$ cat src/hdl/mau_pkg.sv
`default_nettype none
package mau_pkg;
  localparam int unsigned XLEN = 32;
  localparam int unsigned REG_COUNT = 32;
  localparam int unsigned RIDX_W = 5;
  localparam int unsigned CNT_W = 6;

  localparam logic [RIDX_W-1:0] LO_REG = 5'd30;
  localparam logic [RIDX_W-1:0] HI_REG = 5'd31;

  localparam logic [5:0] OP_RTYPE = 6'h00;
  localparam logic [5:0] OP_ADDI  = 6'h08;
  localparam logic [5:0] OP_ADDIU = 6'h09;
  localparam logic [5:0] OP_SLTI  = 6'h0A;
  localparam logic [5:0] OP_SLTIU = 6'h0B;

  localparam logic [5:0] FN_SLL   = 6'h00;
  localparam logic [5:0] FN_SRL   = 6'h02;
  localparam logic [5:0] FN_SRA   = 6'h03;
  localparam logic [5:0] FN_SLLV  = 6'h04;
  localparam logic [5:0] FN_SRLV  = 6'h06;
  localparam logic [5:0] FN_MFHI  = 6'h10;
  localparam logic [5:0] FN_MFLO  = 6'h12;
  localparam logic [5:0] FN_MULT  = 6'h18;
  localparam logic [5:0] FN_MULTU = 6'h19;
  localparam logic [5:0] FN_DIV   = 6'h1A;
  localparam logic [5:0] FN_DIVU  = 6'h1B;
  localparam logic [5:0] FN_ADD   = 6'h20;
  localparam logic [5:0] FN_ADDU  = 6'h21;
  localparam logic [5:0] FN_SUB   = 6'h22;
  localparam logic [5:0] FN_SUBU  = 6'h23;
  localparam logic [5:0] FN_AND   = 6'h24;
  localparam logic [5:0] FN_OR    = 6'h25;
  localparam logic [5:0] FN_XOR   = 6'h26;
  localparam logic [5:0] FN_SLT   = 6'h2A;
  localparam logic [5:0] FN_SLTU  = 6'h2B;

  typedef struct packed {
    logic [5:0]       opcode;
    logic [RIDX_W-1:0] rs_index;
    logic [RIDX_W-1:0] rt_index;
    logic [RIDX_W-1:0] rd_index;
    logic [RIDX_W-1:0] shift_amount;
    logic [5:0]       func;
    logic [XLEN-1:0]  immediate;
  } req_t;

  typedef struct packed {
    logic              main_write;
    logic [RIDX_W-1:0] main_index;
    logic [XLEN-1:0]   main_value;
    logic              hilo_write;
    logic [XLEN-1:0]   lo_result;
    logic [XLEN-1:0]   hi_result;
    logic              unknown_op;
  } rsp_t;
endpackage
`default_nettype wire

$ cat src/hdl/mau_if.sv
`default_nettype none
interface mau_req_if;
  import mau_pkg::*;
  logic valid;
  logic ready;
  req_t payload;
  modport source (output valid, output payload, input ready);
  modport sink (input valid, input payload, output ready);
endinterface

interface mau_rsp_if;
  import mau_pkg::*;
  logic valid;
  logic ready;
  rsp_t payload;
  modport source (output valid, output payload, input ready);
  modport sink (input valid, input payload, output ready);
endinterface
`default_nettype wire

$ cat src/hdl/mips_alu_with_register_file.sv
// MIPS integer ALU with a private 32 x 32 register file (r30 = LO, r31 = HI).
// Channels: req (sink) carries one decoded instruction; rsp (source) carries
// one result per request, reporting the register write, the LO/HI write, or
// an unknown-code flag. Both use valid/ready; a transfer happens when both
// are high at a rising clk_i.
// Sequence: a request is taken, then the register file is read for rs and
// then rt through one read port, then the operation runs. Shifts walk one
// bit position a cycle; MFHI and MFLO read LO or HI through that port; multiply
// and divide run a radix-2 iteration a cycle for 32 steps, then a step that
// closes the count and a sign fix-up step. Other operations, and a divide by
// zero, finish at once. One request is in flight at a time; the next is taken
// no earlier than the cycle the result is taken.
// Reset: rst_ni low clears all control; the register file then reads as zero
// through one valid bit per entry, no clearing pass needed.
// Stall: while rsp.ready is low the result stays in its register, and the
// block takes no new request until it is gone.
`default_nettype none
module mips_alu_with_register_file (
  input  wire logic clk_i,
  input  wire logic rst_ni,
  mau_req_if.sink   req,
  mau_rsp_if.source rsp
);
  import mau_pkg::*;

  localparam logic [2:0] S_IDLE = 3'd0;
  localparam logic [2:0] S_RDA  = 3'd1;
  localparam logic [2:0] S_RDB  = 3'd2;
  localparam logic [2:0] S_EXEC = 3'd3;
  localparam logic [2:0] S_ITER = 3'd4;
  localparam logic [2:0] S_FIX  = 3'd5;
  localparam logic [2:0] S_DONE = 3'd6;

  localparam logic [1:0] K_NONE = 2'd0;
  localparam logic [1:0] K_SHL  = 2'd1;
  localparam logic [1:0] K_SHR  = 2'd2;
  localparam logic [1:0] K_MOV  = 2'd3;

  logic [2:0]          state_q, state_d;
  req_t                ins_q;
  logic [XLEN-1:0]     mem [REG_COUNT];
  logic [REG_COUNT-1:0] vld_q;
  logic [XLEN-1:0]     rdata_q;
  logic [RIDX_W-1:0]   raddr;
  logic [XLEN-1:0]     a_q, b_q;
  logic [XLEN-1:0]     acc_q, aux_q;
  logic [CNT_W-1:0]    cnt_q;
  logic                neg_q, negr_q, fill_q;
  logic                is_mul_q, is_div_q;
  logic [1:0]          kind_q;
  logic                out_v_q;
  rsp_t                out_q;
  logic                wr_en;
  logic [RIDX_W-1:0]   wr_addr;
  logic [XLEN-1:0]     wr_data;
  logic                hl_en;
  logic                exec_busy;
  logic [1:0]          exec_kind;
  logic [CNT_W-1:0]    exec_cnt;

  assign req.ready   = (state_q == S_IDLE) && (!out_v_q || rsp.ready);
  assign rsp.valid   = out_v_q;
  assign rsp.payload = out_q;

  always_comb begin
    case (state_q)
      S_RDA:   raddr = ins_q.rs_index;
      S_RDB:   raddr = ins_q.rt_index;
      S_EXEC:  raddr = (ins_q.func == FN_MFHI) ? HI_REG : LO_REG;
      default: raddr = ins_q.rs_index;
    endcase
  end

  always_ff @(posedge clk_i) begin
    rdata_q <= mem[raddr];
    if (wr_en) begin
      mem[wr_addr] <= wr_data;
    end
    if (hl_en) begin
      mem[LO_REG] <= out_q.lo_result;
      mem[HI_REG] <= out_q.hi_result;
    end
  end

  logic rvld_q;
  always_ff @(posedge clk_i or negedge rst_ni) begin
    if (!rst_ni) begin
      rvld_q <= 1'b0;
    end else begin
      rvld_q <= vld_q[raddr];
    end
  end

  logic [XLEN-1:0] rval;
  assign rval = rvld_q ? rdata_q : '0;

  logic [XLEN:0]   dif;
  logic [XLEN:0]   rem_sh;
  logic            div_ge;
  logic [XLEN:0]   msum;
  assign rem_sh = {aux_q, acc_q[XLEN-1]};
  assign div_ge = rem_sh >= {1'b0, b_q};
  assign dif    = rem_sh - {1'b0, b_q};
  assign msum   = {1'b0, aux_q} + {1'b0, (acc_q[0] ? b_q : '0)};

  logic [2*XLEN-1:0] prod_fix;
  assign prod_fix = neg_q ? -{aux_q, acc_q} : {aux_q, acc_q};

  logic [XLEN-1:0] sum_ab, sub_ab, sum_ai;
  assign sum_ab = a_q + rval;
  assign sub_ab = a_q - rval;
  assign sum_ai = a_q + ins_q.immediate;

  function automatic logic slt_s(input logic [XLEN-1:0] x, input logic [XLEN-1:0] y);
    slt_s = (x ^ {1'b1, {(XLEN-1){1'b0}}}) < (y ^ {1'b1, {(XLEN-1){1'b0}}});
  endfunction

  always_comb begin
    exec_busy = 1'b0;
    exec_kind = K_NONE;
    exec_cnt  = '0;
    if (ins_q.opcode == OP_RTYPE) begin
      case (ins_q.func)
        FN_SLL, FN_SRL, FN_SRA: begin
          exec_busy = 1'b1;
          exec_kind = (ins_q.func == FN_SLL) ? K_SHL : K_SHR;
          exec_cnt  = {1'b0, ins_q.shift_amount};
        end
        FN_SLLV, FN_SRLV: begin
          exec_busy = 1'b1;
          exec_kind = (ins_q.func == FN_SLLV) ? K_SHL : K_SHR;
          exec_cnt  = {1'b0, a_q[RIDX_W-1:0]};
        end
        FN_MFHI, FN_MFLO: begin
          exec_busy = 1'b1;
          exec_kind = K_MOV;
        end
        FN_MULT, FN_MULTU: begin
          exec_busy = 1'b1;
          exec_cnt  = CNT_W'(XLEN);
        end
        FN_DIV, FN_DIVU: begin
          if (rval != '0) begin
            exec_busy = 1'b1;
            exec_cnt  = CNT_W'(XLEN);
          end
        end
        default: ;
      endcase
    end
  end

  always_comb begin
    state_d = state_q;
    wr_en   = 1'b0;
    wr_addr = '0;
    wr_data = '0;
    hl_en   = 1'b0;
    case (state_q)
      S_IDLE:  if (req.valid && req.ready) state_d = S_RDA;
      S_RDA:   state_d = S_RDB;
      S_RDB:   state_d = S_EXEC;
      S_EXEC:  state_d = exec_busy ? S_ITER : S_DONE;
      S_ITER:  if (cnt_q == '0) state_d = (is_mul_q || is_div_q) ? S_FIX : S_DONE;
      S_FIX:   state_d = S_DONE;
      S_DONE: begin
        state_d = S_IDLE;
        hl_en   = out_q.hilo_write;
        if (out_q.main_write) begin
          wr_en = 1'b1; wr_addr = out_q.main_index; wr_data = out_q.main_value;
        end
      end
      default: state_d = S_IDLE;
    endcase
  end

  always_ff @(posedge clk_i or negedge rst_ni) begin
    if (!rst_ni) begin
      state_q  <= S_IDLE;
      vld_q    <= '0;
      out_v_q  <= 1'b0;
      is_mul_q <= 1'b0;
      is_div_q <= 1'b0;
      kind_q   <= K_NONE;
      cnt_q    <= '0;
    end else begin
      state_q <= state_d;
      if (state_q == S_DONE) out_v_q <= 1'b1;
      else if (rsp.valid && rsp.ready) out_v_q <= 1'b0;
      if (wr_en) vld_q[wr_addr] <= 1'b1;
      if (hl_en) begin
        vld_q[LO_REG] <= 1'b1;
        vld_q[HI_REG] <= 1'b1;
      end
      if (state_q == S_EXEC) begin
        is_mul_q <= (ins_q.opcode == OP_RTYPE)
                    && (ins_q.func == FN_MULT || ins_q.func == FN_MULTU);
        is_div_q <= (ins_q.opcode == OP_RTYPE)
                    && (ins_q.func == FN_DIV || ins_q.func == FN_DIVU) && (rval != '0);
        kind_q   <= exec_kind;
        cnt_q    <= exec_cnt;
      end else if (state_q == S_ITER && cnt_q != '0) begin
        cnt_q <= cnt_q - CNT_W'(1);
      end
    end
  end

  // Datapath.
  rsp_t            out_d;
  logic [XLEN-1:0] a_d, b_d, acc_d, aux_d;
  logic            neg_d, negr_d, fill_d;

  always_comb begin
    a_d    = a_q;
    b_d    = b_q;
    acc_d  = acc_q;
    aux_d  = aux_q;
    neg_d  = neg_q;
    negr_d = negr_q;
    fill_d = fill_q;
    out_d  = out_q;
    case (state_q)
      S_RDB: a_d = rval;
      S_EXEC: begin
        b_d    = rval;
        acc_d  = rval;
        aux_d  = '0;
        neg_d  = 1'b0;
        negr_d = 1'b0;
        fill_d = 1'b0;
        out_d  = '0;
        out_d.main_write = 1'b1;
        if (ins_q.opcode == OP_RTYPE) begin
          out_d.main_index = ins_q.rd_index;
          case (ins_q.func)
            FN_SLL, FN_SLLV, FN_SRL, FN_SRLV, FN_MFHI, FN_MFLO: ;
            FN_SRA: fill_d = rval[XLEN-1];
            FN_MULT, FN_MULTU, FN_DIV, FN_DIVU: begin
              out_d.main_write = 1'b0;
              out_d.main_index = '0;
              out_d.hilo_write = 1'b1;
              if (ins_q.func == FN_MULT || ins_q.func == FN_DIV) begin
                acc_d  = a_q[XLEN-1] ? -a_q : a_q;
                b_d    = rval[XLEN-1] ? -rval : rval;
                neg_d  = a_q[XLEN-1] ^ rval[XLEN-1];
                negr_d = a_q[XLEN-1];
              end else begin
                acc_d = a_q;
              end
              if ((ins_q.func == FN_DIV || ins_q.func == FN_DIVU) && rval == '0) begin
                out_d.lo_result = '1;
                out_d.hi_result = a_q;
              end
            end
            FN_ADD, FN_ADDU: out_d.main_value = sum_ab;
            FN_SUB, FN_SUBU: out_d.main_value = sub_ab;
            FN_AND: out_d.main_value = a_q & rval;
            FN_OR:  out_d.main_value = a_q | rval;
            FN_XOR: out_d.main_value = a_q ^ rval;
            FN_SLT: out_d.main_value = {{(XLEN-1){1'b0}}, slt_s(a_q, rval)};
            FN_SLTU: out_d.main_value = {{(XLEN-1){1'b0}}, (a_q < rval)};
            default: begin
              out_d.main_write = 1'b0;
              out_d.main_index = '0;
              out_d.unknown_op = 1'b1;
            end
          endcase
        end else begin
          out_d.main_index = ins_q.rt_index;
          case (ins_q.opcode)
            OP_ADDI, OP_ADDIU: out_d.main_value = sum_ai;
            OP_SLTI:  out_d.main_value = {{(XLEN-1){1'b0}}, slt_s(a_q, ins_q.immediate)};
            OP_SLTIU: out_d.main_value = {{(XLEN-1){1'b0}}, (a_q < ins_q.immediate)};
            default: begin
              out_d.main_write = 1'b0;
              out_d.main_index = '0;
              out_d.unknown_op = 1'b1;
            end
          endcase
        end
      end
      S_ITER: begin
        if (is_mul_q) begin
          if (cnt_q != '0) begin
            acc_d = {msum[0], acc_q[XLEN-1:1]};
            aux_d = msum[XLEN:1];
          end
        end else if (is_div_q) begin
          if (cnt_q != '0) begin
            if (div_ge) begin
              aux_d = dif[XLEN-1:0];
              acc_d = {acc_q[XLEN-2:0], 1'b1};
            end else begin
              aux_d = rem_sh[XLEN-1:0];
              acc_d = {acc_q[XLEN-2:0], 1'b0};
            end
          end
        end else if (kind_q == K_MOV) begin
          out_d.main_value = rval;
        end else if (cnt_q != '0) begin
          if (kind_q == K_SHL) acc_d = {acc_q[XLEN-2:0], 1'b0};
          else acc_d = {fill_q, acc_q[XLEN-1:1]};
        end else begin
          out_d.main_value = acc_q;
        end
      end
      S_FIX: begin
        if (is_mul_q) begin
          out_d.hi_result = prod_fix[2*XLEN-1:XLEN];
          out_d.lo_result = prod_fix[XLEN-1:0];
        end else begin
          out_d.lo_result = neg_q ? -acc_q : acc_q;
          out_d.hi_result = negr_q ? -aux_q : aux_q;
        end
      end
      default: ;
    endcase
  end

  always_ff @(posedge clk_i) begin
    if (req.valid && req.ready) ins_q <= req.payload;
    a_q    <= a_d;
    b_q    <= b_d;
    acc_q  <= acc_d;
    aux_q  <= aux_d;
    neg_q  <= neg_d;
    negr_q <= negr_d;
    fill_q <= fill_d;
    out_q  <= out_d;
  end

`ifndef SYNTHESIS
  a_one_flight: assert property (@(posedge clk_i) disable iff (!rst_ni)
    (req.valid && req.ready) |=> (state_q == S_RDA)) else $error("request not started");
  a_excl: assert property (@(posedge clk_i) disable iff (!rst_ni)
    rsp.valid |-> !(rsp.payload.main_write && rsp.payload.hilo_write))
    else $error("both writes set");
  a_unk: assert property (@(posedge clk_i) disable iff (!rst_ni)
    (rsp.valid && rsp.payload.unknown_op) |-> !rsp.payload.main_write)
    else $error("unknown op wrote");
`endif
endmodule
`default_nettype wire

$ cat src/flat_wrapper.sv
// flat-port wrapper written by rule: the top's interface ports become plain ports
module mips_alu_with_register_file_flat import mau_pkg::*;
  (clk_i, rst_ni, req_valid, req_payload, req_ready, rsp_valid, rsp_payload, rsp_ready);
  mau_req_if req_i ();
  mau_rsp_if rsp_i ();
  input  wire logic clk_i;
  input  wire logic rst_ni;
  input wire logic [$bits(req_i.valid)-1:0] req_valid;
  input wire logic [$bits(req_i.payload)-1:0] req_payload;
  output wire logic [$bits(req_i.ready)-1:0] req_ready;
  output wire logic [$bits(rsp_i.valid)-1:0] rsp_valid;
  output wire logic [$bits(rsp_i.payload)-1:0] rsp_payload;
  input wire logic [$bits(rsp_i.ready)-1:0] rsp_ready;
  assign req_i.valid = req_valid;
  assign req_i.payload = req_payload;
  assign req_ready = req_i.ready;
  assign rsp_valid = rsp_i.valid;
  assign rsp_payload = rsp_i.payload;
  assign rsp_i.ready = rsp_ready;
  mips_alu_with_register_file u_core (.clk_i(clk_i), .rst_ni(rst_ni), .req(req_i), .rsp(rsp_i));
endmodule
$ cat config.mk
export PLATFORM = sky130hd
export DESIGN_NAME = mips_alu_with_register_file_flat
export DESIGN_NICKNAME = d
export VERILOG_FILES = /design/src/hdl/mau_pkg.sv /design/src/hdl/mau_if.sv /design/src/hdl/mips_alu_with_register_file.sv /design/src/flat_wrapper.sv
export SDC_FILE = /design/constraint.sdc
export NUM_CORES = 2
export LEC_CHECK = 0
export BUFFER_PORTS_ARGS = -buffer_cell sky130_fd_sc_hd__buf_2
export CAP_MARGIN = 20
export CELL_PAD_IN_SITES_DETAIL_PLACEMENT = 0
export CELL_PAD_IN_SITES_GLOBAL_PLACEMENT = 1
export CORE_MARGIN = 5
export CORE_UTILIZATION = 35
export CTS_BUF_LIST = sky130_fd_sc_hd__clkbuf_8 sky130_fd_sc_hd__clkbuf_16
export CTS_CLUSTER_DIAMETER = 60
export DETAILED_ROUTE_END_ITERATION = 8
export PLACE_DENSITY_LB_ADDON = 0.1
export SETUP_SLACK_MARGIN = 0.05
export SLEW_MARGIN = 20
export SYNTH_ARGS = -nofsm -noshare
export SYNTH_HDL_FRONTEND = slang
export SYNTH_SLANG_ARGS = --single-unit
$ cat constraint.sdc
create_clock -name clk_i -period 8.3 [get_ports clk_i]
set_clock_uncertainty 0.05 [all_clocks]
set_input_delay 1.66 -clock clk_i [delete_from_list [all_inputs] [get_ports clk_i]]
set_output_delay 1.66 -clock clk_i [all_outputs]
set_load 0.02 [all_outputs]
==> results.toml <==
[outcome]
status = "complete, no violations"

[yosys]
synth-seq-cells = 1402
yosysWarnings = 0
synth.avg_cell_area_um2 = 11.21
synth-seq-area-share_pct = 58.70
synth_cells = 6311
synth-main-ff-cell = "edfxtp_1"
synthDistinctLibCells = 92
synth_area_mm2 = 0.07078
synth_edf_count = 1323
postSynth.asyncResetShare_pct = 3.352
syn_nets = 6637

[power]
p_sw_uw = 10370
finalPower_uw = 25790
leakagePower_uw = 0.02779
switching_share_pct = 40.20
ir_drop_mv = 0.1723
seqPwrFrac_pct = 35.1
p_int_uw = 15420
combPwrFrac_pct = 36.8
p_per_area_mw_per_mm2 = 321.0
p_clk_share_pct = 28.1

[die]
core_area_mm2 = 0.2017
die-area_mm2 = 0.2113
top_level_ports = 174
die_h_um = 459.7
initial_core_util_pct = 35.09
rows = 165
die_x_um = 459.7

[setup_path]
cp_max_fo = 28
criticalPathCategory = "reg2reg"
crit_start = "u_core.rvld_q"
rr_worst_depth = 15
worstSetupEndpointType = "register"
critPathCapture = "u_core.rsp.payload[92]"
worstPathRequired_ps = 8820
startpoint_type = "register"
worstReg2RegStart = "u_core.rvld_q"
rrSetupSlack_ps = 3250
r2r_end = "u_core.rsp.payload[92]"
cp.arrival_ps = 5570

[global_route]
grt_util_met2_pct = 40.90
top_usage_layer = "met2"
gr-usage-met3_pct = 2.924
overflow = 0
antenna_found_initial = 7
grt_pass1_vias = 50380
grt_use_total_pct = 24.20
grt_use_met1_pct = 30.96
grt_first_pass_wirelength_um = 373300
grt_max_degree = 144

[final_layout]
final_common_cell = "edfxtp_1"
utilization_pct = 39.84
mostFrequentLayoutCells = "edfxtp_1 (1323), nand2_1 (881), a211oi_1 (427)"
syn_to_final_growth_pct = 13.53
final_area_mm2 = 0.08035
drive_gt1_share_pct = 10.26
fin_nets = 6689

[route]
wl_um = 262100
viasPerCell = 5.600
drc_errors = 0
avgRoutedWirePerCell_um = 28.57
drt_iter0_drc = 4290
num_vias = 51390
ant_nets = 0
dr.pass1.iters = 5

[sta]
fmax_mhz = 197.9
hold_violations = 0
layout_setup_ws_ps = 3246
maxSlewHeadroom_pct = 19.60
rsz0062_at_grt = "false"
worstMarginPinSlew_ps = 1202
maxSlewViolCount = 0
period_share_pct = 60.89
setup_viol_count_final = 0
period_minus_slack_ps = 5054
setup_tns_ps = 0

[clock_network]
cts_setup_buffers = 0
clk_pin_slew_ps = 60
htree_levels = 4
clkSinkCount = 1402
clk_root_buffer_cell = "clkbuf_16"
cts-buffers-inserted = 170
clock_path_buffers = 3
holdBufCountCts = 0
cts_tree = "built"
clock_latency_ps = 820
cts_resized = 0

[flow_run]
drv_cap = 0

[placement]
hpwl_um = 180400
portBuffers = 173
gp_congestion = 0.9053
placed_cell_area_mm2 = 0.07489
place_ws_ps = 3406

[min_path]
hold_path.class = "reg2reg"
-- power groups by stage --
stage          Combinational (uW)  Sequential (uW)  Clock, uW
2_1_floorplan                6080             8780          0
3_3_place_gp                 9470             9180          0
3_5_place_dp                 9430             9180          0
4_1_cts                      9480             9030       7430
5_1_grt                     10300             9050       7710
6_report                     9480             9050       7250
-- flip-flops by register name (all words and copies together), names as in the netlist --
register            cells
u_core.acc_q           32
u_core.rsp.valid        1
u_core.cnt_q            6
u_core.rdata_q         32
u_core.aux_q           32
u_core.vld_q           32
u_core.negr_q           1
u_core.mem           1024
u_core.b_q             32
u_core.is_div_q         1
u_core.rsp.payload    104
u_core.fill_q           1
u_core.ins_q           64
u_core.kind_q           2
u_core.is_mul_q         1
u_core.rvld_q           1
u_core.a_q             32
u_core.neg_q            1
u_core.state_q          3
-- synth_stat cells (26+ instances only) --
cell,number,area (um^2)
clkbuf_1,358,1344
o31ai_1,35,262.8
o21ai_0,301,1506
dfrtp_1,47,1176
mux2i_1,53,530.5
nor4_1,27,168.9
a211oi_1,427,3206
a31oi_1,181,1132
or2_2,46,287.8
ha_1,253,3166
nor2b_1,29,181.4
xnor2_1,156,1366
a21oi_1,361,1807
or3_1,32,200.2
dfxtp_1,32,640.6
nor2_1,311,1167
o211ai_1,53,397.9
a311oi_1,141,1235
o22ai_1,50,312.8
nand3_1,60,300.3
inv_1,253,949.7
nand2b_1,28,175.2
a21o_1,86,645.6
and2_1,282,1764
nor3_1,78,390.4
edfxtp_1,1323,39730
xor2_1,65,569.3
nand2_1,885,3322
buf_1,26,97.59
-- how the worst min path moves through the flow --
stage / startpoint / to / slack (ps) / cells after the start
CTS: u_core.vld_q[18] / u_core.vld_q[18] / 410 / 1
floorplan: u_core.vld_q[10] / u_core.vld_q[10] / 380 / 1
finish: u_core.vld_q[18] / u_core.vld_q[18] / 410 / 1
global route: u_core.vld_q[10] / u_core.vld_q[10] / 420 / 1
global placement: u_core.vld_q[4] / u_core.vld_q[4] / 390 / 1
detailed placement: u_core.vld_q[12] / u_core.vld_q[12] / 400 / 1
-- stage by stage --
step,hold slack [ps],cells
CTS,410.8,9173
floorplan,380.1,6311
global placement,393.1,8862
detailed placement,396.9,8863
finish,408.8,9177
global route,422.1,9173
-- cell type report --
cell class                 instances  area (um^2)
antenna                            4        10.01
clock buffer                     182         4453
clock inverter                   128        997.2
fill                           19370       121400
inverter                         255        957.2
multi-input combinational       4243        27140
sequential                      1402        41550
tap                             2672         3343
timing repair buffer             291         1902
-- per-layer routing --
layer	vias to the layer above	routed length (um)
met4	2	14020
li1	23770	-
met1	25810	111000
met3	432	10570
met2	1379	126500
met5	-	12
-- cell families (layout without fill, tap and decap cells) --
| group | Yosys count | in the layout | share of synthesized area (%) |
|---|---|---|---|
| AO/OA/AOI/OAI | 1841 | 1841 | 17.39 |
| XOR/XNOR | 221 | 221 | 2.735 |
| adder cells (fa/ha/maj) | 258 | 258 | 4.614 |
| buffers and inverters | 666 | 856 | 3.592 |
| flip-flops | 1402 | 1402 | 58.70 |
| multiplexers | 53 | 53 | 0.7496 |
| other | 0 | 4 | 0 |
| AND/OR/NAND/NOR | 1870 | 1870 | 12.22 |
-- worst max-delay path, cell delays in order (launching register included) --
cell and delay (ps):
dfrtp_2 700, nand2_1 300, inv_1 200, ha_1 260, inv_1 80, fa_1 400
nor2b_1 180, o211ai_1 200, a21o_1 250, a21bo_2 230, o21ai_0 670, a31oi_1 390
o211ai_1 300, xnor2_1 140, o21ai_0 110, a221o_1 330
Power figures use the tool's default switching activity.
